### src/sv/sdz_pkg.sv
// Shared constants and types for the stick dead-zone scaler.
`timescale 1ns / 1ps
`default_nettype none
package sdz_pkg;

  localparam int FRAC_BITS = 14;
  localparam int AX_W      = 16;
  localparam int CFG_W     = 15;
  localparam int IDX_W     = 2;
  localparam int SQ_W      = 2 * AX_W;
  localparam int RT_W      = SQ_W / 2;
  localparam int RREM_W    = RT_W + 4;
  localparam int S_W       = FRAC_BITS + 1;
  localparam int Q_W       = S_W;
  localparam int PROD_W    = AX_W + S_W;
  localparam int CREM_W    = CFG_W + 1;
  localparam int DREM_W    = RT_W + 1;
  localparam int LANE_LAT  = 3 + FRAC_BITS + Q_W;
  localparam int TAP       = 1 + RT_W;
  localparam int META_LEN  = 2 + RT_W + LANE_LAT;

  localparam logic [S_W-1:0]   ONE_S       = {1'b1, {FRAC_BITS{1'b0}}};
  localparam logic [CFG_W-1:0] ONE_C       = CFG_W'(ONE_S);
  localparam logic [CFG_W-1:0] DZ_LOW_RST  = CFG_W'(4096);
  localparam logic [CFG_W-1:0] UPPER_RST   = CFG_W'(16384);

  typedef enum logic [IDX_W-1:0] {
    REG_DZ_LOW = 2'd0,
    REG_UPPER  = 2'd1,
    REG_MODE   = 2'd2
  } reg_idx_e;

  typedef enum logic [1:0] {
    KIND_BOOL = 2'd0,
    KIND_1D   = 2'd1,
    KIND_2D   = 2'd2,
    KIND_3D   = 2'd3
  } kind_e;

  typedef struct packed {
    kind_e                   kind;
    logic                    radial;
    logic signed [AX_W-1:0]  x;
    logic signed [AX_W-1:0]  y;
    logic signed [AX_W-1:0]  z;
  } item_t;

endpackage
`default_nettype wire

### src/sv/sdz_lane.sv
// One axis lane: dead-zone curve, radial scaling and sign restore.
`timescale 1ns / 1ps
`default_nettype none
module sdz_lane
  import sdz_pkg::*;
(
  input  wire logic                   clk_i,
  input  wire logic                   radial_i,
  input  wire logic signed [AX_W-1:0] c_i,
  input  wire logic [RT_W-1:0]        mag_i,
  input  wire logic [CFG_W-1:0]       lower_i,
  input  wire logic [CFG_W-1:0]       upper_i,
  output logic signed [AX_W-1:0]      res_o
);

  typedef struct packed {
    logic                   radial;
    logic                   zero;
    logic                   full;
    logic signed [AX_W-1:0] c;
    logic [RT_W-1:0]        mag;
    logic [CFG_W-1:0]       d;
    logic [CREM_W-1:0]      rem;
    logic [FRAC_BITS-1:0]   q;
  } cv_t;

  typedef struct packed {
    logic                   radial;
    logic signed [AX_W-1:0] c;
    logic [S_W-1:0]         s;
    logic [RT_W-1:0]        mag;
    logic [PROD_W-1:0]      p;
    logic [DREM_W-1:0]      rem;
    logic [Q_W-1:0]         q;
  } dv_t;

  cv_t cv_q [FRAC_BITS+1];
  dv_t dv_q [Q_W+1];
  logic signed [AX_W-1:0] res_q;

  // magnitude select and threshold checks
  logic [AX_W-1:0]  abs_a, m_a, excess_a;
  logic [CFG_W-1:0] d_a;

  always_comb begin
    abs_a    = c_i[AX_W-1] ? AX_W'(-c_i) : AX_W'(c_i);
    m_a      = radial_i ? AX_W'(mag_i) : abs_a;
    excess_a = m_a - AX_W'(lower_i);
    d_a      = upper_i - lower_i;
  end

  always_ff @(posedge clk_i) begin
    cv_q[0].radial <= radial_i;
    cv_q[0].zero   <= m_a <= AX_W'(lower_i);
    cv_q[0].full   <= (upper_i <= lower_i) || (excess_a >= AX_W'(d_a));
    cv_q[0].c      <= c_i;
    cv_q[0].mag    <= mag_i;
    cv_q[0].d      <= d_a;
    cv_q[0].rem    <= CREM_W'(excess_a);
    cv_q[0].q      <= '0;
  end

  // restoring division of excess * ONE by (upper - lower)
  for (genvar j = 0; j < FRAC_BITS; j++) begin : g_curve
    logic [CREM_W-1:0] sh;
    assign sh = {cv_q[j].rem[CREM_W-2:0], 1'b0};

    always_ff @(posedge clk_i) begin
      cv_q[j+1].radial <= cv_q[j].radial;
      cv_q[j+1].zero   <= cv_q[j].zero;
      cv_q[j+1].full   <= cv_q[j].full;
      cv_q[j+1].c      <= cv_q[j].c;
      cv_q[j+1].mag    <= cv_q[j].mag;
      cv_q[j+1].d      <= cv_q[j].d;
      if (sh >= {1'b0, cv_q[j].d}) begin
        cv_q[j+1].rem <= sh - {1'b0, cv_q[j].d};
        cv_q[j+1].q   <= {cv_q[j].q[FRAC_BITS-2:0], 1'b1};
      end else begin
        cv_q[j+1].rem <= sh;
        cv_q[j+1].q   <= {cv_q[j].q[FRAC_BITS-2:0], 1'b0};
      end
    end
  end

  logic [S_W-1:0]    s_m;
  logic [AX_W-1:0]   abs_m;
  logic [PROD_W-1:0] p_m;

  always_comb begin
    priority if (cv_q[FRAC_BITS].zero) begin
      s_m = '0;
    end else if (cv_q[FRAC_BITS].full) begin
      s_m = ONE_S;
    end else begin
      s_m = {1'b0, cv_q[FRAC_BITS].q};
    end
    abs_m = cv_q[FRAC_BITS].c[AX_W-1] ? AX_W'(-cv_q[FRAC_BITS].c)
                                      : AX_W'(cv_q[FRAC_BITS].c);
    p_m   = PROD_W'(abs_m) * PROD_W'(s_m);
  end

  always_ff @(posedge clk_i) begin
    dv_q[0].radial <= cv_q[FRAC_BITS].radial;
    dv_q[0].c      <= cv_q[FRAC_BITS].c;
    dv_q[0].s      <= s_m;
    dv_q[0].mag    <= cv_q[FRAC_BITS].mag;
    dv_q[0].p      <= p_m;
    dv_q[0].rem    <= DREM_W'(p_m[PROD_W-1:Q_W]);
    dv_q[0].q      <= '0;
  end

  // restoring division of |c| * s by the vector magnitude
  for (genvar k = 0; k < Q_W; k++) begin : g_scale
    logic [DREM_W-1:0] sh;
    assign sh = {dv_q[k].rem[DREM_W-2:0], dv_q[k].p[Q_W-1-k]};

    always_ff @(posedge clk_i) begin
      dv_q[k+1].radial <= dv_q[k].radial;
      dv_q[k+1].c      <= dv_q[k].c;
      dv_q[k+1].s      <= dv_q[k].s;
      dv_q[k+1].mag    <= dv_q[k].mag;
      dv_q[k+1].p      <= dv_q[k].p;
      if (sh >= {1'b0, dv_q[k].mag}) begin
        dv_q[k+1].rem <= sh - {1'b0, dv_q[k].mag};
        dv_q[k+1].q   <= {dv_q[k].q[Q_W-2:0], 1'b1};
      end else begin
        dv_q[k+1].rem <= sh;
        dv_q[k+1].q   <= {dv_q[k].q[Q_W-2:0], 1'b0};
      end
    end
  end

  logic signed [AX_W-1:0] ext_f;
  logic signed [AX_W-1:0] res_d;

  always_comb begin
    ext_f = $signed(AX_W'(dv_q[Q_W].radial ? dv_q[Q_W].q : dv_q[Q_W].s));
    if (dv_q[Q_W].c == '0) begin
      res_d = '0;
    end else if (dv_q[Q_W].c[AX_W-1]) begin
      res_d = -ext_f;
    end else begin
      res_d = ext_f;
    end
  end

  always_ff @(posedge clk_i) begin
    res_q <= res_d;
  end

  assign res_o = res_q;

endmodule
`default_nettype wire

### config.mk
export PLATFORM = sky130hd
export DESIGN_NAME = sdz_lane
export DESIGN_NICKNAME = d
export VERILOG_FILES = /design/src/sv/sdz_pkg.sv /design/src/sv/sdz_lane.sv
export SDC_FILE = /design/constraint.sdc
export NUM_CORES = 2
export LEC_CHECK = 0
export ABC_AREA = 1
export BUFFER_PORTS_ARGS = -buffer_cell sky130_fd_sc_hd__buf_2
export CAP_MARGIN = 30
export CORE_ASPECT_RATIO = 0.7
export CORE_UTILIZATION = 63
export DETAILED_ROUTE_END_ITERATION = 8
export PLACE_DENSITY_LB_ADDON = 0.2
export SETUP_SLACK_MARGIN = 0.15
export SYNTH_ARGS = -nofsm -noshare
export SYNTH_HDL_FRONTEND = slang
export SYNTH_SLANG_ARGS = --single-unit
export TNS_END_PERCENT = 10
### constraint.sdc
create_clock -name clk_i -period 7.39 [get_ports clk_i]
set_input_delay 0.3695 -clock clk_i [delete_from_list [all_inputs] [get_ports clk_i]]
set_output_delay 0.3695 -clock clk_i [all_outputs]
set_load 0.02 [all_outputs]
---- Word level (Yosys, flattened, before mapping) ----
Memories as Yosys holds them, arrays and structs flattened.
Cells that the tools add are included.
W data, S select, Z words.
storage, ports and cells
  input port bits ......................... 64
  bits in writable memories ............... 2976
  output and inout port bits .............. 16
  logic and storage cells ................. 282
  register bits ........................... 16
  memories kept ........................... 2
operators by class
  add/sub/neg operators ................... 34
  reductions and logical operators ........ 2
  multipliers ............................. 1
  bitwise operators ....................... 58
  order comparisons ....................... 32
  mux-type cells .......................... 152
memory list
  name  words  bits a word  read ports  clocked after Yosys merged registers in  wr ports  line            RTL
  dv_q  16     111          16          0                                        16        sdz_lane.sv:38  dv_t dv_q [Q_W+1];
  cv_q  15     80           15          0                                        15        sdz_lane.sv:37  cv_t cv_q [FRAC_BITS+1];
operators with widths
  kind                number
  $mux W16            18
  $mux W15            18
  $ge A17 B16 Y1      15
  $mux W17            15
  $sub A17 B16 Y17    15
  $ge A16 B15 Y1      15
  $sub A16 B15 Y16    15
  $mux W14            14
  $mux W1             87
  $or A1 B1 Y1        58
  $neg A16 Y16        3
  $mul A16 B15 Y31    1
  $le A16 B15 Y1      1
  $logic_not A16 Y1   1
  $le A15 B15 Y1      1
  $sub A15 B15 Y15    1
  $logic_or A1 B1 Y1  1

---- Logic depth before layout (Yosys ltp) ----
  word-level depth ........................ 6
  depth in mapped cells ................... 34

---- Least setup slack after synthesis ----
Ideal clock, no wire load.
  path type ............................... register to register
  start point ............................. memory cv_q[1][541] (netlist bit)
  end point ............................... memory dv_q[0][61] (netlist bit)
  path slack .............................. 1.220 ns
  clock period less this slack ............ 6.170 ns
  required time ........................... 7.267 ns
  stages on the path, launching flop included .. 31
  buffers on the path ..................... 1
  data arrival time ....................... 6.046 ns
  cell sequence ........................... dfxtp_1 -> inv_2 -> clkbuf_1 -> ha_1 -> nand2_1 -> nor2_2 -> inv_1 -> nor3_2 -> xor2_1 -> nand2_1 -> o21ai_2 -> nor2_1 -> fa_1 -> inv_1 -> fa_1 -> inv_1 -> fa_1 -> fa_1 -> fa_1 -> inv_1 -> fa_1 -> inv_1 -> ha_1 -> nand2_1 -> inv_1 -> nand2_1 -> nor3_1 -> nand4_1 -> nand3_1 -> a21oi_1 -> xor2_1
RTL lines
  what                line
  start: declaration  sdz_lane.sv:37
  end: declaration    sdz_lane.sv:38

==> out/results.txt <==
Final Hold Fails - 0
Peak VDD IR - 0.3793 mV
RSZ-0062 raised after global routing - no
Synth area leaders - dfxtp_1 (54%), ha_1 (8.7%), nand2_1 (7.7%)
Die X - 442.0 um
Leakage - 46.01 nW
Port Buf Inserts - 79
Drt wl/cell - 17.93 um
Synthesized area per cell - 9.560 um^2
Max Fclk - 0.1438 GHz
Largest area contributor in the netlist - dfxtp_1
Syn. warnings - 0
Clk_skew - 40.95 ps
Sequential Power Share - 38.6%
Relative max-transition margin - 35.29%
Vias in the first global route - 57600
Sw Share - 38.00%
Root Buffer - clkbuf_16
Starting Density - 63.80%
Worst endpoint data arrival time - 7680 ps
Vias/cell - 5.302
I/O pin count - 80
Period minus WS final - 6954 ps
Core region area - 0.1338 mm^2
TritonCTS Sinks - 2298
EDFF count, synth - 0
Reg area - 0.04601 mm^2
GRT Util Overall - 28.84%
Total wire length - 199000 um
Largest stage delay on the critical path - 510 ps
Final net count - 10030
Worst Path Max Fanout - 13
Comb pwr share - 37.0%
Count leader, synth - dfxtp_1
CP startpoint kind - flip-flop
Worst hold path type - primary input to flip-flop
Rows - 112
Yosys cell types - 56
Num CTS Buffers - 192
Sequential-to-total area share from yosys stat - 53.88%
Clk pin slew, worst setup/hold paths - 70 ps
Worst setup path class - flip-flop to flip-flop
Remaining routing DRC violations - 0
Synth top cells by count - dfxtp_1 (2298), nand2_1 (1748), inv_1 (1121)
Postcts setup bufs - 0
Cells on Worst Hold Path - 3
Global-route wire length before repair - 311900 um
Critical path's slowest cell - fa_1
Endpoint type of the worst setup path - flip-flop
Status - complete, no violations
Area delta synth->final - 10.97%
Syn_nets - 9796
CP required - 8110 ps
CTS tree - built
Largest net degree at the start of global routing - 26
Switch Pwr - 16.74 mW
Final TNS setup - 0 ps
Post-synth ARST share - 0%
Final Max Slew Viols - 0
Multi-input logic area - 0.03434 mm^2
Final period utilization - 94.10%
Worst-skew pair later-pin latency - 840 ps
Max Cap Viol - 0
Die Y-Extent - 310.0 um
Fillcell total - 9891
Area after DPL - 0.08744 mm^2
Bufs on Longest Clock Path - 3
Antenna violations before repair - 3
Top_reg_cell synth - dfxtp_1
H-tree levels - 4
Final Instance Area - 0.09475 mm^2
Pint - 27.32 mW
DRT iter0 DRCs - 4815
Proportion of layout cells with a drive suffix above 1 - 6.990%
R2r worst-path depth - 30
Synth Cell Area - 0.08538 mm^2
Power per cell area - 465.0 mW/mm^2
Routability congestion estimate - 0.9461
Hpwl dp - 147600 um
Clock power frac - 24.5%
Slew @ Worst Pin - 969.4 ps
Post-route ant nets - 0
Total gr overflow - 0
Vias - 58820
Top cell type's share of synthesized area - 53.88%
Die area - 0.1370 mm^2
#FFs+latches synth - 2298
Drt pass-1 iters - 7
Endpoints failing setup - 0
Mapped Cells - 8931
-- routing by layer --
layer	track usage [%]	up-vias	wire length, um
li1	-	29070	-
met1	39.47	27440	90530
met2	46.42	1965	89250
met3	5.599	349	14030
met4	8.800	0	5133
met5	0	-	0
-- power groups by stage --
stage	Clock, mW	Combinational [mW]	Sequential (mW)
after floorplan	0	12.5	16.5
final	10.8	16.3	17.0
after global routing	11.5	18.3	17.2
after global placement	0	15.5	17.2
after CTS	11.0	16.1	17.0
after detailed placement	0	15.8	17.2
-- through the flow --
stage	power [mW]	util (%)	setup WS, ps	hold slack (ps)	std cells
final	44.06	70.80	435.8	64.48	11100
after global routing	47.05	70.80	114.6	36.14	11100
after CTS	44.05	70.78	381.4	11.96	11090
after detailed placement	33.03	65.34	420.9	312.1	10700
after global placement	32.65	65.34	565.0	309.5	10700
after floorplan	28.95	-	1220	309.6	8931
-- final timing paths --
check / slack, ps / end / start
worst min-delay path: 60 / cv_q[0][35] / upper_i[5]
worst max register to register: 440 / dv_q[0][61] / cv_q[1][541]
worst max-delay path: 440 / dv_q[0][61] / cv_q[1][541]
worst min register to register: 290 / cv_q[0][634] / cv_q[0][554]
-- flip-flops by register name (all words and copies together), names as in the netlist --
signal  count
res_o      16
cv_q     1050
dv_q     1232
-- cell families (layout without fill, tap and decap cells) --
logic type | count (synthesis) | in the layout | share of synthesized area (%)
buffers and inverters | 1249 | 1645 | 5.916
AO/OA/AOI/OAI | 1161 | 1161 | 7.610
XOR/XNOR | 338 | 338 | 3.476
other | 0 | 1 | 0
adder cells (fa/ha/maj) | 801 | 801 | 13.58
flip-flops | 2298 | 2298 | 53.88
multiplexers | 4 | 4 | 0.05569
AND/OR/NAND/NOR | 3080 | 3080 | 15.49
-- cell usage in the layout (no fill, tap or decap), types with 43 or more instances in the layout --
| cell | netlist | routed |
|---|---|---|
| a21boi_0 | 43 | 43 |
| buf_2 | 20 | 79 |
| inv_1 | 1121 | 1121 |
| nor2_1 | 493 | 493 |
| ha_1 | 592 | 592 |
| nand2_1 | 1748 | 1748 |
| o21ai_1 | 121 | 121 |
| a21o_1 | 55 | 55 |
| a21oi_1 | 484 | 484 |
| nor3_1 | 118 | 118 |
| clkbuf_16 | 0 | 192 |
| xor2_1 | 202 | 202 |
| fa_1 | 209 | 209 |
| xnor2_1 | 135 | 135 |
| nand3_1 | 522 | 522 |
| o21ai_0 | 305 | 305 |
| dfxtp_1 | 2298 | 2297 |
| o21bai_1 | 54 | 54 |
-- what timing repair did --
| item | CTS | global route |
|---|---|---|
| resized for setup | 0 | 5 |
| hold buffers | 38 | 0 |
| hold endpoints to repair | 39 | 0 |
| endpoints found under the setup margin | 0 | 14 |
-- layout make-up --
cell class              instances  area share [%]
repair buffers                141           1.009
flip-flops and latches       2298           48.56
inverters                    1149           4.565
multi-input cells            5384           36.25
well taps                    1767           2.333
diodes                          1        0.002641
clock inverters               113           1.713
clock buffers                 242           5.575
-- worst max-delay path: cells and delay by family (launching register included) --
family,cells,cell delay (ps)
AO/OA/AOI/OAI,1,120
XOR/XNOR,1,150
adder cells (fa/ha/maj),8,3310
buffers and inverters,8,1050
flip-flops,1,400
AND/OR/NAND/NOR,12,1800
No activity file was read; power rests on OpenSTA's default activity.
