==> src/sv/sdz_pkg.sv <==
// Shared constants and types for the stick dead-zone scaler.
`timescale 1ns / 1ps
`default_nettype none
package sdz_pkg;

  localparam int FRAC_BITS = 14;
  localparam int AX_W      = 16;
  localparam int CFG_W     = 15;
  localparam int IDX_W     = 2;
  localparam int SQ_W      = 2 * AX_W;
  localparam int RT_W      = SQ_W / 2;
  localparam int RREM_W    = RT_W + 4;
  localparam int S_W       = FRAC_BITS + 1;
  localparam int Q_W       = S_W;
  localparam int PROD_W    = AX_W + S_W;
  localparam int CREM_W    = CFG_W + 1;
  localparam int DREM_W    = RT_W + 1;
  localparam int LANE_LAT  = 3 + FRAC_BITS + Q_W;
  localparam int TAP       = 1 + RT_W;
  localparam int META_LEN  = 2 + RT_W + LANE_LAT;

  localparam logic [S_W-1:0]   ONE_S       = {1'b1, {FRAC_BITS{1'b0}}};
  localparam logic [CFG_W-1:0] ONE_C       = CFG_W'(ONE_S);
  localparam logic [CFG_W-1:0] DZ_LOW_RST  = CFG_W'(4096);
  localparam logic [CFG_W-1:0] UPPER_RST   = CFG_W'(16384);

  typedef enum logic [IDX_W-1:0] {
    REG_DZ_LOW = 2'd0,
    REG_UPPER  = 2'd1,
    REG_MODE   = 2'd2
  } reg_idx_e;

  typedef enum logic [1:0] {
    KIND_BOOL = 2'd0,
    KIND_1D   = 2'd1,
    KIND_2D   = 2'd2,
    KIND_3D   = 2'd3
  } kind_e;

  typedef struct packed {
    kind_e                   kind;
    logic                    radial;
    logic signed [AX_W-1:0]  x;
    logic signed [AX_W-1:0]  y;
    logic signed [AX_W-1:0]  z;
  } item_t;

endpackage
`default_nettype wire

==> src/sv/sdz_sqrt.sv <==
// Pipelined integer square root, one result bit per stage.
`timescale 1ns / 1ps
`default_nettype none
module sdz_sqrt
  import sdz_pkg::*;
(
  input  wire logic            clk_i,
  input  wire logic [SQ_W-1:0] rad_i,
  output logic      [RT_W-1:0] root_o
);

  logic [SQ_W-1:0]   n_q   [RT_W];
  logic [RREM_W-1:0] rem_q [RT_W];
  logic [RT_W-1:0]   r_q   [RT_W];
  logic [SQ_W-1:0]   n_s   [RT_W+1];
  logic [RREM_W-1:0] rem_s [RT_W+1];
  logic [RT_W-1:0]   r_s   [RT_W+1];

  assign n_s[0]   = rad_i;
  assign rem_s[0] = '0;
  assign r_s[0]   = '0;

  for (genvar i = 0; i < RT_W; i++) begin : g_stage
    logic [RREM_W-1:0] sh;
    logic [RREM_W-1:0] trial;

    assign n_s[i+1]   = n_q[i];
    assign rem_s[i+1] = rem_q[i];
    assign r_s[i+1]   = r_q[i];

    always_comb begin
      sh    = {rem_s[i][RREM_W-3:0], n_s[i][SQ_W-1-2*i -: 2]};
      trial = RREM_W'({r_s[i], 2'b01});
    end

    always_ff @(posedge clk_i) begin
      n_q[i] <= n_s[i];
      if (sh >= trial) begin
        rem_q[i] <= sh - trial;
        r_q[i]   <= {r_s[i][RT_W-2:0], 1'b1};
      end else begin
        rem_q[i] <= sh;
        r_q[i]   <= {r_s[i][RT_W-2:0], 1'b0};
      end
    end
  end

  assign root_o = r_s[RT_W];

endmodule
`default_nettype wire

==> config.mk <==
export PLATFORM = sky130hd
export DESIGN_NAME = sdz_sqrt
export DESIGN_NICKNAME = d
export VERILOG_FILES = /design/src/sv/sdz_pkg.sv /design/src/sv/sdz_sqrt.sv
export SDC_FILE = /design/constraint.sdc
export NUM_CORES = 1
export LEC_CHECK = 0
export BUFFER_PORTS_ARGS = -buffer_cell sky130_fd_sc_hd__buf_2
export CORE_MARGIN = 2
export CORE_UTILIZATION = 35
export CTS_CLUSTER_SIZE = 40
export DETAILED_ROUTE_END_ITERATION = 12
export PLACE_DENSITY = 0.53
export SLEW_MARGIN = 20
export SYNTH_ARGS = -nofsm -noshare
export SYNTH_HDL_FRONTEND = slang
export SYNTH_SLANG_ARGS = --single-unit
==> constraint.sdc <==
create_clock -name clk_i -period 3.2 [get_ports clk_i]
set_input_delay 0.32 -clock clk_i [delete_from_list [all_inputs] [get_ports clk_i]]
set_output_delay 0.32 -clock clk_i [all_outputs]
set_load 0.01 [all_outputs]
### Word level (Yosys, flattened, before mapping)

Memory sizes are Yosys's and may differ from the RTL's.
Cells that the tools add are included.

* flip-flop bits (word level): 0
* bits in writable memories: 1088
* bits of input ports: 33
* output and inout bits: 16
* word-level logic and storage cells: 147
* memories kept: 3

* add/sub/neg operators: 16
* $lt $le $gt $ge: 16
* multiplexer cells: 80
* bitwise logic cells: 32

Memories
* n_q: words 16, width 32, rd ports 15, clocked after memory_dff 0, write ports 16, RTL line sdz_sqrt.sv:12 `logic [SQ_W-1:0] n_q [RT_W];`
* rem_q: words 16, width 20, rd ports 15, clocked after memory_dff 0, write ports 16, RTL line sdz_sqrt.sv:13 `logic [RREM_W-1:0] rem_q [RT_W];`
* r_q: words 16, width 16, rd ports 16, clocked after memory_dff 0, write ports 16, RTL line sdz_sqrt.sv:14 `logic [RT_W-1:0] r_q [RT_W];`

Operators with widths (number)
* $mux W20: 16
* $ge A20 B18 Y1: 15
* $sub A20 B18 Y20: 15
* $mux W16: 16
* $mux W1: 48
* $or A1 B1 Y1: 32
* $sub A2 B1 Y3 const B: 1
* $ge A2 B1 Y1 const B: 1

### Longest topological paths before layout

Gate-level depths: netlist of the first run.
An unclocked memory read counts as a cell.

* depth in word-level cells: 5
* gate-level depth with buffers: 11

### Worst setup path after synthesis of the first run

Ideal clock, no wire load.

* path kind: reg-to-reg
* from: memory r_q[1][56] (netlist name)
* to: memory rem_q[1][95] (netlist name)
* setup time: 118 ps
* arrival: 2181 ps
* data required time: 3082 ps
* path slack: 901 ps
* cell stages (with the launch flop): 10
* buffers on the path: 1
* period minus slack after synthesis: 2299 ps
* path through: dfxtp_1 inv_1 ha_1 clkbuf_2 nand4_1 o41a_1 nand3_2 nand2b_1 or4_1 xnor2_1

RTL lines (RTL line)
* start: declaration: sdz_sqrt.sv:14
* end: declaration: sdz_sqrt.sv:13

==> results by group, run 1 <==
Status
  • Outcome: completed

Synth
  • Ys async rst share: 0%
  • Adder-Cell Fraction of Synth Area: 8.59%
  • Net Count, Synth: roughly 2,300
  • Post-Synth Simple-Gate Area: a little under an eighth
  • #FFs+latches synth: 626
  • Synthesis Warnings: 0
  • Top_reg_cell synth: dfxtp_1
  • Post-synth top cells: 626 x dfxtp_1, 190 x inv_1, 153 x ha_1
  • Top-count cell post-synth: dfxtp_1
  • Netlist Area Pre-Place: 0.0223 mm2
  • Area leader, netlist: dfxtp_1
  • Seq/Total Area, Yosys: 56.2%
  • Largest family of logic cells by synthesized area: simple AND/OR/NAND/NOR gates
  • EDFF count, synth: 0
  • Syn avg cell area: between 10 and 15 um2
  • Synth top area share: a little under three fifths
  • Compound-Gate Fraction of Synth Area: ~11%
  • Xor/xnor share of the synthesized area: 7.39%
  • Post-synthesis mux area share: under 10%
  • Post-synthesis cell count: ~2,100
  • Largest cells by area after synthesis: dfxtp_1 56%, ha_1 8.6%, xnor2_1 3.9%
  • Cell variety after synth: 78

GRT
  • Global-route wire length before repair: 69,700 um
  • Vias in the first global route: 14,463
  • Initial antenna violation count: 0
  • Largest net degree at the start of global routing: 30
  • Global-route usage over all layers: between 10% and 20%
  • GR Overflow Total: 0

Worst setup path
  • Worst Path Required: ~3.7 ns
  • Endpoint class of the critical path: flop
  • Worst path slowest cell: nor3_1
  • Largest fanout on the critical path: 14
  • Worst Reg-to-Reg Cells: 10
  • CP startpoint kind: flop
  • Worst EP arrival: roughly 3.3 ns
  • CP peak stage delay: about 0.46 ns
  • Critical path class: flop to flop
  • CP Cell Sequence: inv_1 -> ha_1 -> nor2b_1 -> o31a_1 -> nor3_1 -> o211a_1 -> nand2_1 -> buf_4 -> nor2_1 -> a21oi_1

Placed design
  • Placed Cells: ~3,000
  • Dpl hpwl: between 30,000 and 40,000 um
  • GPL Wtd Cong: approximately 0.86
  • IO buf count: between 40 and 50
  • Setup slack at placement: approximately 0.44 ns

Routing
  • Post-DR wirelength/cell: 13.1 um
  • Routed vias: ~15,000
  • Final ANT Viol Nets: 0
  • Post-DR vias/cell: around 4.6
  • Initial DRC Count: approximately 850
  • Drt pass-1 iters: 5
  • Remaining DRCs: 0
  • Routed WL: roughly 41,000 um

Die
  • Core Area: about 0.063 mm2
  • Die Width: ~260 um
  • Die area: 0.0657 mm2
  • Row Count: between 90 and 100
  • Die height: approximately 260 um
  • IO Pins: 49
  • Initial Utilization: a little over a third

Worst hold path
  • Hold crit path type: flop to flop
  • Hold Crit Depth: 0

CTS
  • H-tree levels: 3
  • TritonCTS clock tree: yes
  • Clock Root Buffer: clkbuf_16
  • Hold buffers post-CTS: 33
  • Clk_lat worst skew: 0.59 ns
  • TritonCTS Buffers: 66
  • Post-CTS Setup Bufs: 0
  • # resized after CTS: 0
  • Sink Count: 626
  • CTS Buffer Depth: 3
  • Clock slew at reported path FFs: roughly 0.060 ns

Power and ir drop
  • Peak VDD IR: 0.483 mV
  • Cell leakage power: 12.0 nW
  • Total power: approximately 22 mW
  • Pwr Density: about 830 mW/mm2

Layout
  • Share of post-route cells with drive strength above 1: roughly 8.3%
  • Final Core Density: about 42%
  • Diode count: 0
  • Area Overhead vs Synth: 17.4%
  • Nets: 2,453
  • Final cell count without fillers: 3,160

Flow run
  • Max Cap Viol: 0

Timing
  • RSZ-0062 raised after global routing: no
  • Fin crit share: 87.5%
  • Final min period: 2.80 ns
  • Slew HR: about half
  • Max Fclk: between 300 and 400 MHz
  • Slew Limit Fails: 0
  • Clk_skew: 0.0202 ns
  • Post-route setup TNS: 0 ns
  • Setup slack after layout: ~0.4 ns
  • Actual slew at the worst max-slew pin: approximately 0.73 ns
  • Final setup viols: 0
  • Final Hold Violating Endpoints: 0
==> per-stage QoR <==
step                instance area [um2]  hold slack (ns)
floorplan                         22300            0.310
global placement                  23600            0.310
detailed placement                23600            0.312
CTS                               26200            0.310
global route                      26200            0.313
finish                            26200            0.313
==> power breakdown <==
part           leakage [nW]  internal [mW]  switching (mW)
logic                  5.66           1.73            1.96
registers              5.24           9.19           0.949
clock network          1.11           4.81            2.99
total                  12.0           15.7            5.90
==> registers in the layout, summed over array words and instances (netlist names) <==
signal	flops
rem_q	250
r_q	136
n_q	240
==> layout by cell type (no fill, tap or decap), drive strengths merged, types with 5 or more instances in the layout <==
cell | netlist | layout
nor2 | 141 | 141
a22oi | 5 | 5
clkinvlp | 0 | 5
xnor2 | 100 | 100
a21o | 24 | 24
inv | 193 | 195
or4 | 10 | 10
o21bai | 11 | 11
mux2i | 6 | 6
a21oi | 139 | 139
or2 | 10 | 10
nand3b | 6 | 6
o21a | 24 | 24
nor3b | 7 | 7
nand4 | 26 | 26
buf | 12 | 59
dlygate4sd3 | 0 | 33
or3 | 22 | 22
o31ai | 9 | 9
nand2b | 26 | 26
dfxtp | 626 | 626
mux2 | 18 | 18
nand3 | 26 | 26
nor4 | 35 | 35
nand2 | 116 | 116
bufinv | 0 | 8
a22o | 5 | 5
xor2 | 88 | 88
clkbuf | 16 | 87
clkinv | 0 | 13
ha | 153 | 153
o21ai | 110 | 110
a211oi | 17 | 17
a211o | 5 | 5
nor2b | 17 | 17
a31oi | 9 | 9
and3 | 10 | 10
nor3 | 46 | 46
o211ai | 10 | 10
==> final cells by class <==
| cell class | count | area (um2) |
|---|---|---|
| Tap cell | 846 | 1060 |
| Clock buffer | 87 | 1880 |
| Inverter | 193 | 724 |
| Clock inverter | 28 | 398 |
| Timing Repair Buffer | 92 | 653 |
| Fill cell | 6040 | 36800 |
| Sequential cell | 626 | 12500 |
| Multi-Input combinational cell | 1288 | 8910 |
==> layer usage <==
layer	share of wire, %	GRT usage, %	vias to the layer above
li1	-	-	7551
met1	47	16.2	6697
met2	46	21.4	302
met4	2.3	5.20	0
met3	4.6	2.46	70
met5	0	0	-
==> worst max-delay path, delay by kind of cell, from the launching register on <==
| family | cells | cell delay (ns) |
|---|---|---|
| simple gates | 4 | 1.04 |
| flops | 1 | 0.33 |
| compound gates | 3 | 0.64 |
| fa+ha+maj | 1 | 0.32 |
| buf+inv | 2 | 0.34 |
==> cell families after synthesis <==
logic type / Yosys count
other: 1
AO/OA/AOI/OAI: 406
AND/OR/NAND/NOR: 516
adder cells (fa/ha/maj): 153
buffers and inverters: 221
flip-flops: 626
multiplexers: 24
XOR/XNOR: 188
==> path summary, 6_finish.rpt <==
kind / start / end / slack (ns)
min: n_q[0][141]$_DFF_P_ / n_q[0][173]$_DFF_P_ / 0.31
min reg2reg: n_q[0][141]$_DFF_P_ / n_q[0][173]$_DFF_P_ / 0.31
max reg2reg: r_q[1][16]$_DFF_P_ / rem_q[1][42]$_DFF_P_ / 0.40
max: r_q[1][16]$_DFF_P_ / rem_q[1][42]$_DFF_P_ / 0.40
Note: power is estimated with default switching activity, not from simulation.
==> inputs of run 2 (changes only) <==
CORE_MARGIN = default   (was 2)
==> run 2 against run 1 <==
- via count is 0.29% lower
- first-iteration DRC count is 5.1% lower
- maximum frequency is 1.3% higher
- utilization is 0.41 points lower
- highest routed layer unchanged
- critical endpoint is now rem_q[1][115]$_DFF_P_
- register-to-register slack better by 0.03 ns
- routed wire length is 0.37% lower
- power is 3.7% lower
- non-clock buffer count stayed put
- combinational power hardly changed
- global-route usage is 0.14 points higher
==> results by group, run 2 (synthesized netlist as in run 1, its figures left out) <==
Status
  • Outcome: completed

Die
  • Die height: around 250 um
  • Die Width: between 200 and 300 um
  • Core Area: ~0.063 mm2
  • Initial Utilization: ~35%
  • Die area: 0.0647 mm2
  • IO Pins: 49
  • Row Count: a little over 90

Worst setup path
  • Worst Path Required: around 3.8 ns
  • Largest fanout on the critical path: 12
  • Worst EP arrival: between 3 and 4 ns
  • Critical path class: flop to flop
  • CP startpoint kind: flop
  • Endpoint class of the critical path: flop

Timing
  • Fin crit share: a little under nine tenths
  • Final min period: between 2 and 3 ns
  • Final Hold Violating Endpoints: 0
  • Max Fclk: ~360 MHz
  • Slew HR: 50.0%
  • Slew Limit Fails: 0
  • Clk_skew: between 0.01 and 0.015 ns
  • Hold WS: 0.320 ns
  • Actual slew at the worst max-slew pin: between 0.7 and 0.8 ns
  • Post-route setup TNS: 0 ns
  • RSZ-0062 raised after global routing: no
  • Final setup viols: 0

Layout
  • Commonest non-fill, non-tap cell in the layout: dfxtp_1
  • Max FFs per register: 250
  • Biggest regs: rem_q x250, n_q x240, r_q x136
  • Top reg by flops: rem_q
  • Most frequent cells in the layout: 626 x dfxtp_1, 190 x inv_1, 153 x ha_1, 140 x nor2_1, 139 x a21oi_1
  • Area Overhead vs Synth: 16.2%
  • Nets: about 2,400
  • Share of post-route cells with drive strength above 1: 8.01%
  • Diode count: 0

Power and ir drop
  • Switching share of total power: ~28%
  • Clk pwr share: between 30 and 40%
  • Total power: approximately 21 mW
  • Pwr Density: around 800 mW/mm2
  • P_sw: 5.83 mW
  • Combinational power share: roughly 18%
  • Part of the power in registers: between 40% and 50%
  • P_int: ~15 mW
  • Cell leakage power: 11.9 nW
  • Peak VDD IR: 0.508 mV

Routing
  • Post-DR wirelength/cell: 13.1 um
  • Final ANT Viol Nets: 0
  • Initial DRC Count: approximately 810
  • Routed WL: 41,300 um
  • Drt pass-1 iters: 5
  • Routed vias: roughly 15,000
  • Remaining DRCs: 0
  • Post-DR vias/cell: between 4 and 5

CTS
  • Sink Count: approximately 630
  • TritonCTS clock tree: yes
  • Clk_lat worst skew: between 0.6 and 0.7 ns
  • TritonCTS Buffers: 61
  • Post-CTS Setup Bufs: 0
  • Clock slew at reported path FFs: 0.06 ns
  • H-tree levels: 2
  • CTS Buffer Depth: 3
  • Clock Root Buffer: clkbuf_16

Placed design
  • IO buf count: 48
  • Dpl hpwl: slightly above 30,000 um
  • GPL Wtd Cong: roughly 0.87

GRT
  • Global-route wire length before repair: 68,800 um
  • Initial antenna violation count: 0
  • Global-route usage over all layers: between 10 and 15%
  • Largest net degree at the start of global routing: 30
  • GR Overflow Total: 0
  • Vias in the first global route: approximately 14,000

Worst hold path
  • Hold crit path type: flop to flop

Flow run
  • Max Cap Viol: 0
-- run 2: power groups by stage --
| stage | Combinational, mW | Sequential (mW) | Clock, mW |
|---|---|---|---|
| after floorplan | 2.93 | 9.97 | 0 |
| after detailed placement | 3.65 | 10.3 | 0 |
| after global placement | 3.59 | 10.3 | 0 |
| after global routing | 4.20 | 10.3 | 7.56 |
| final | 3.69 | 10.1 | 6.99 |
| after CTS | 3.71 | 10.2 | 7.27 |
-- run 2: metrics by stage --
step	instances	setup slack [ns]	cell area, um2	utilization (%)
finish	3157	0.436	25900	41.1
CTS	3157	0.466	25900	41.1
floorplan	2135	0.901	22300	-
global route	3157	0.217	25900	41.1
global placement	3012	0.554	23600	37.4
detailed placement	3012	0.487	23600	37.4
-- run 2: final cells by class --
cell class | instances | area, um2
clock inverters | 22 | 216
inverters | 193 | 724
well taps | 846 | 1060
multi-input cells | 1288 | 8910
repair buffers | 92 | 653
flip-flops and latches | 626 | 12500
clock buffers | 90 | 1810
fillers | 6121 | 37100
-- run 2: per-layer routing --
layer,track usage [%],vias to the layer above,wire [um]
li1,-,7535,-
met1,16.4,6708,19300
met2,21.6,249,19000
met3,2.89,85,1960
met4,4.29,0,964
met5,0,-,0
-- run 2: worst paths after layout --
path / startpoint / endpoint / slack [ns] / cells past startpoint
max: r_q[1][68]$_DFF_P_ / rem_q[1][115]$_DFF_P_ / 0.44 / 10
min: n_q[1][41]$_DFF_P_ / n_q[1][73]$_DFF_P_ / 0.32 / 0
max reg2reg: r_q[1][68]$_DFF_P_ / rem_q[1][115]$_DFF_P_ / 0.44 / 10
min reg2reg: n_q[1][41]$_DFF_P_ / n_q[1][73]$_DFF_P_ / 0.32 / 0
-- run 2: worst max-delay path: stages (launching register included) --
cell and delay (ns):
dfxtp_1 0.37, inv_1 0.06, ha_1 0.38, nand4_1 0.17, nor3_1 0.40, o21ai_0 0.20
nand3_1 0.23, a211oi_2 0.14, buf_4 0.20, or4_1 0.47, nand2_1 0.08
-- run 2: repair_timing --
item,CTS,global route
gates resized for setup,0,0
hold buffers,33,0
endpoints found under the hold margin,33,0
==> inputs of run 3 (changes only) <==
clock period = 3 ns   (was 3.2 ns; I/O delays follow)
==> run 3 against run 2 <==
- combinational power increased by 7.0%
- sequential power up 7%
- power rose by 9.3%
- clock skew rose by 0.0099 ns
- sequential share of layout area decreased by 0.27 points
- design area is 0.57% higher
- via count barely moved
- die area stayed put
- critical path depth unchanged
- non-clock buffer count grew 1
- critical path type unchanged
==> results by group, run 3 (synthesized netlist as in run 1, its figures left out) <==
GRT
  • M3 GR Usage: ~2.6%
  • GRT met2 Usage: 21.9%
  • Initial antenna violation count: 0
  • Largest net degree at the start of global routing: 30
  • Vias in the first global route: 14,303
  • Met1 Resource Use GR: roughly 17%
  • Global-route wire length before repair: 69,900 um
  • Most Crowded Layer GR: met2
  • Global-route usage over all layers: a little over an eighth
  • GR Overflow Total: 0

Die
  • Die height: roughly 250 um
  • Die area: ~0.065 mm2
  • IO Pins: between 40 and 50
  • Initial Utilization: around 35%
  • Core Area: around 0.063 mm2
  • Row Count: ~90
  • Die Width: 254 um

Layout
  • Max FFs per register: 250
  • Most frequent cells in the layout: 626 x dfxtp_1, 190 x inv_1, 153 x ha_1, 140 x nor2_1, 139 x a21oi_1
  • Diode count: 0
  • Nets: approximately 2,400
  • Commonest non-fill, non-tap cell in the layout: dfxtp_1
  • Share of post-route cells with drive strength above 1: under 10%
  • Area Overhead vs Synth: 16.9%
  • Top reg by flops: rem_q
  • FILL cells: slightly above 6,000
  • Biggest regs: rem_q x250, n_q x240, r_q x136

Timing
  • Final min period: 2.73 ns
  • Hold WS: approximately 0.31 ns
  • Slew HR: 50.2%
  • Setup slack after layout: about 0.27 ns
  • Max Fclk: about 370 MHz
  • Actual slew at the worst max-slew pin: 0.743 ns
  • Fin crit share: between 90% and 100%
  • Slew Limit Fails: 0
  • Post-route setup TNS: 0 ns
  • Final setup viols: 0
  • RSZ-0062 raised after global routing: no
  • Final Hold Violating Endpoints: 0
  • Clk_skew: 0.0199 ns

Routing
  • Routed WL: around 42,000 um
  • Post-DR wirelength/cell: 13.3 um
  • Routed vias: between 10,000 and 15,000
  • Initial DRC Count: about 700
  • Post-DR vias/cell: approximately 4.6
  • Drt pass-1 iters: 7
  • Remaining DRCs: 0
  • Final ANT Viol Nets: 0

Worst setup path
  • Worst EP arrival: roughly 3.2 ns
  • Worst Path Required: 3.51 ns
  • Largest fanout on the critical path: 16
  • R2R setup slack: around 0.27 ns
  • CP startpoint kind: flop
  • Worst path slowest cell: nor3_1
  • CP peak stage delay: ~0.42 ns
  • Critical path class: flop to flop
  • CP Cell Sequence: inv_1 -> ha_1 -> nor2b_1 -> o31a_1 -> nor3_1 -> o211a_1 -> nand2_1 -> buf_4 -> nor2_1 -> a21oi_1
  • Endpoint class of the critical path: flop

CTS
  • Clock slew at reported path FFs: 0.06 ns
  • # resized after CTS: 0
  • TritonCTS clock tree: yes
  • Sink Count: roughly 630
  • Clock Root Buffer: clkbuf_16
  • Clk_lat worst skew: roughly 0.63 ns
  • TritonCTS Buffers: around 60
  • Post-CTS Setup Bufs: 0
  • CTS Buffer Depth: 3
  • H-tree levels: 2
  • Hold buffers post-CTS: 33

Placed design
  • Dpl hpwl: ~32,000 um
  • Setup slack at placement: about 0.3 ns
  • IO buf count: 48
  • GPL Wtd Cong: between 0.8 and 0.9

Flow run
  • Max Cap Viol: 0

Power and ir drop
  • Pwr Density: roughly 870 mW/mm2
  • Peak VDD IR: 0.504 mV
  • Cell leakage power: 12.0 nW

Status
  • Outcome: completed

Worst hold path
  • Hold crit path type: input pin to flop
[run 3: cell count changes in the layout (fill, tap and decap cells not counted), sizes merged]
cell | before | now
buf | 59 | 60
bufinv | 2 | 9
clkbuf | 90 | 80
clkinv | 18 | 17
clkinvlp | 1 | 7
[run 3: per-stage QoR]
step	std cells	total power, mW	area [um2]	util (%)
2_1_floorplan	2135	13.8	22300	-
3_3_place_gp	3013	14.9	23600	37.4
3_5_place_dp	3013	14.9	23600	37.4
4_1_cts	3160	23.1	26100	41.4
5_1_grt	3160	24.1	26100	41.4
6_report	3160	22.8	26100	41.4
[run 3: worst paths after layout]
path | from | endpoint | cells after the start
max | r_q[1][16]$_DFF_P_ | rem_q[1][42]$_DFF_P_ | 10
min | rad_i[24] | n_q[0][24]$_DFF_P_ | 2
max reg2reg | r_q[1][16]$_DFF_P_ | rem_q[1][42]$_DFF_P_ | 10
min reg2reg | n_q[0][114]$_DFF_P_ | n_q[0][146]$_DFF_P_ | 0
[run 3: area by class of cell]
| class | instances | area [um2] | share of cell area (%) |
|---|---|---|---|
| multi-input cells | 1288 | 8910 | 34.2 |
| clock buffers | 80 | 1700 | 6.52 |
| flip-flops and latches | 626 | 12500 | 48.1 |
| clock inverters | 34 | 464 | 1.78 |
| repair buffers | 93 | 661 | 2.54 |
| inverters | 193 | 724 | 2.78 |
| well taps | 846 | 1060 | 4.06 |
[run 3: worst max-delay path: cells and delay by family (launching register included)]
| kind | cells | cell delay, ns |
|---|---|---|
| AOI/OAI and AO/OA | 3 | 0.62 |
| buffers and inverters | 2 | 0.34 |
| DFF | 1 | 0.32 |
| adders and majority gates | 1 | 0.31 |
| and+or+nand+nor | 4 | 1.02 |
[run 3: power breakdown]
group	switching, mW	leakage, nW	total, mW	internal (mW)
clock network	3.21	1.05	7.99	4.78
registers	1.02	5.24	10.8	9.80
logic	2.11	5.67	3.95	1.84
total	6.34	12.0	22.8	16.4
[run 3: metal layers]
| metal | part of all wire, % | wire (um) |
|---|---|---|
| met5 | 0 | 0 |
| met4 | 2.8 | 1190 |
| met3 | 4.5 | 1870 |
| met2 | 45 | 18900 |
| met1 | 47 | 19900 |
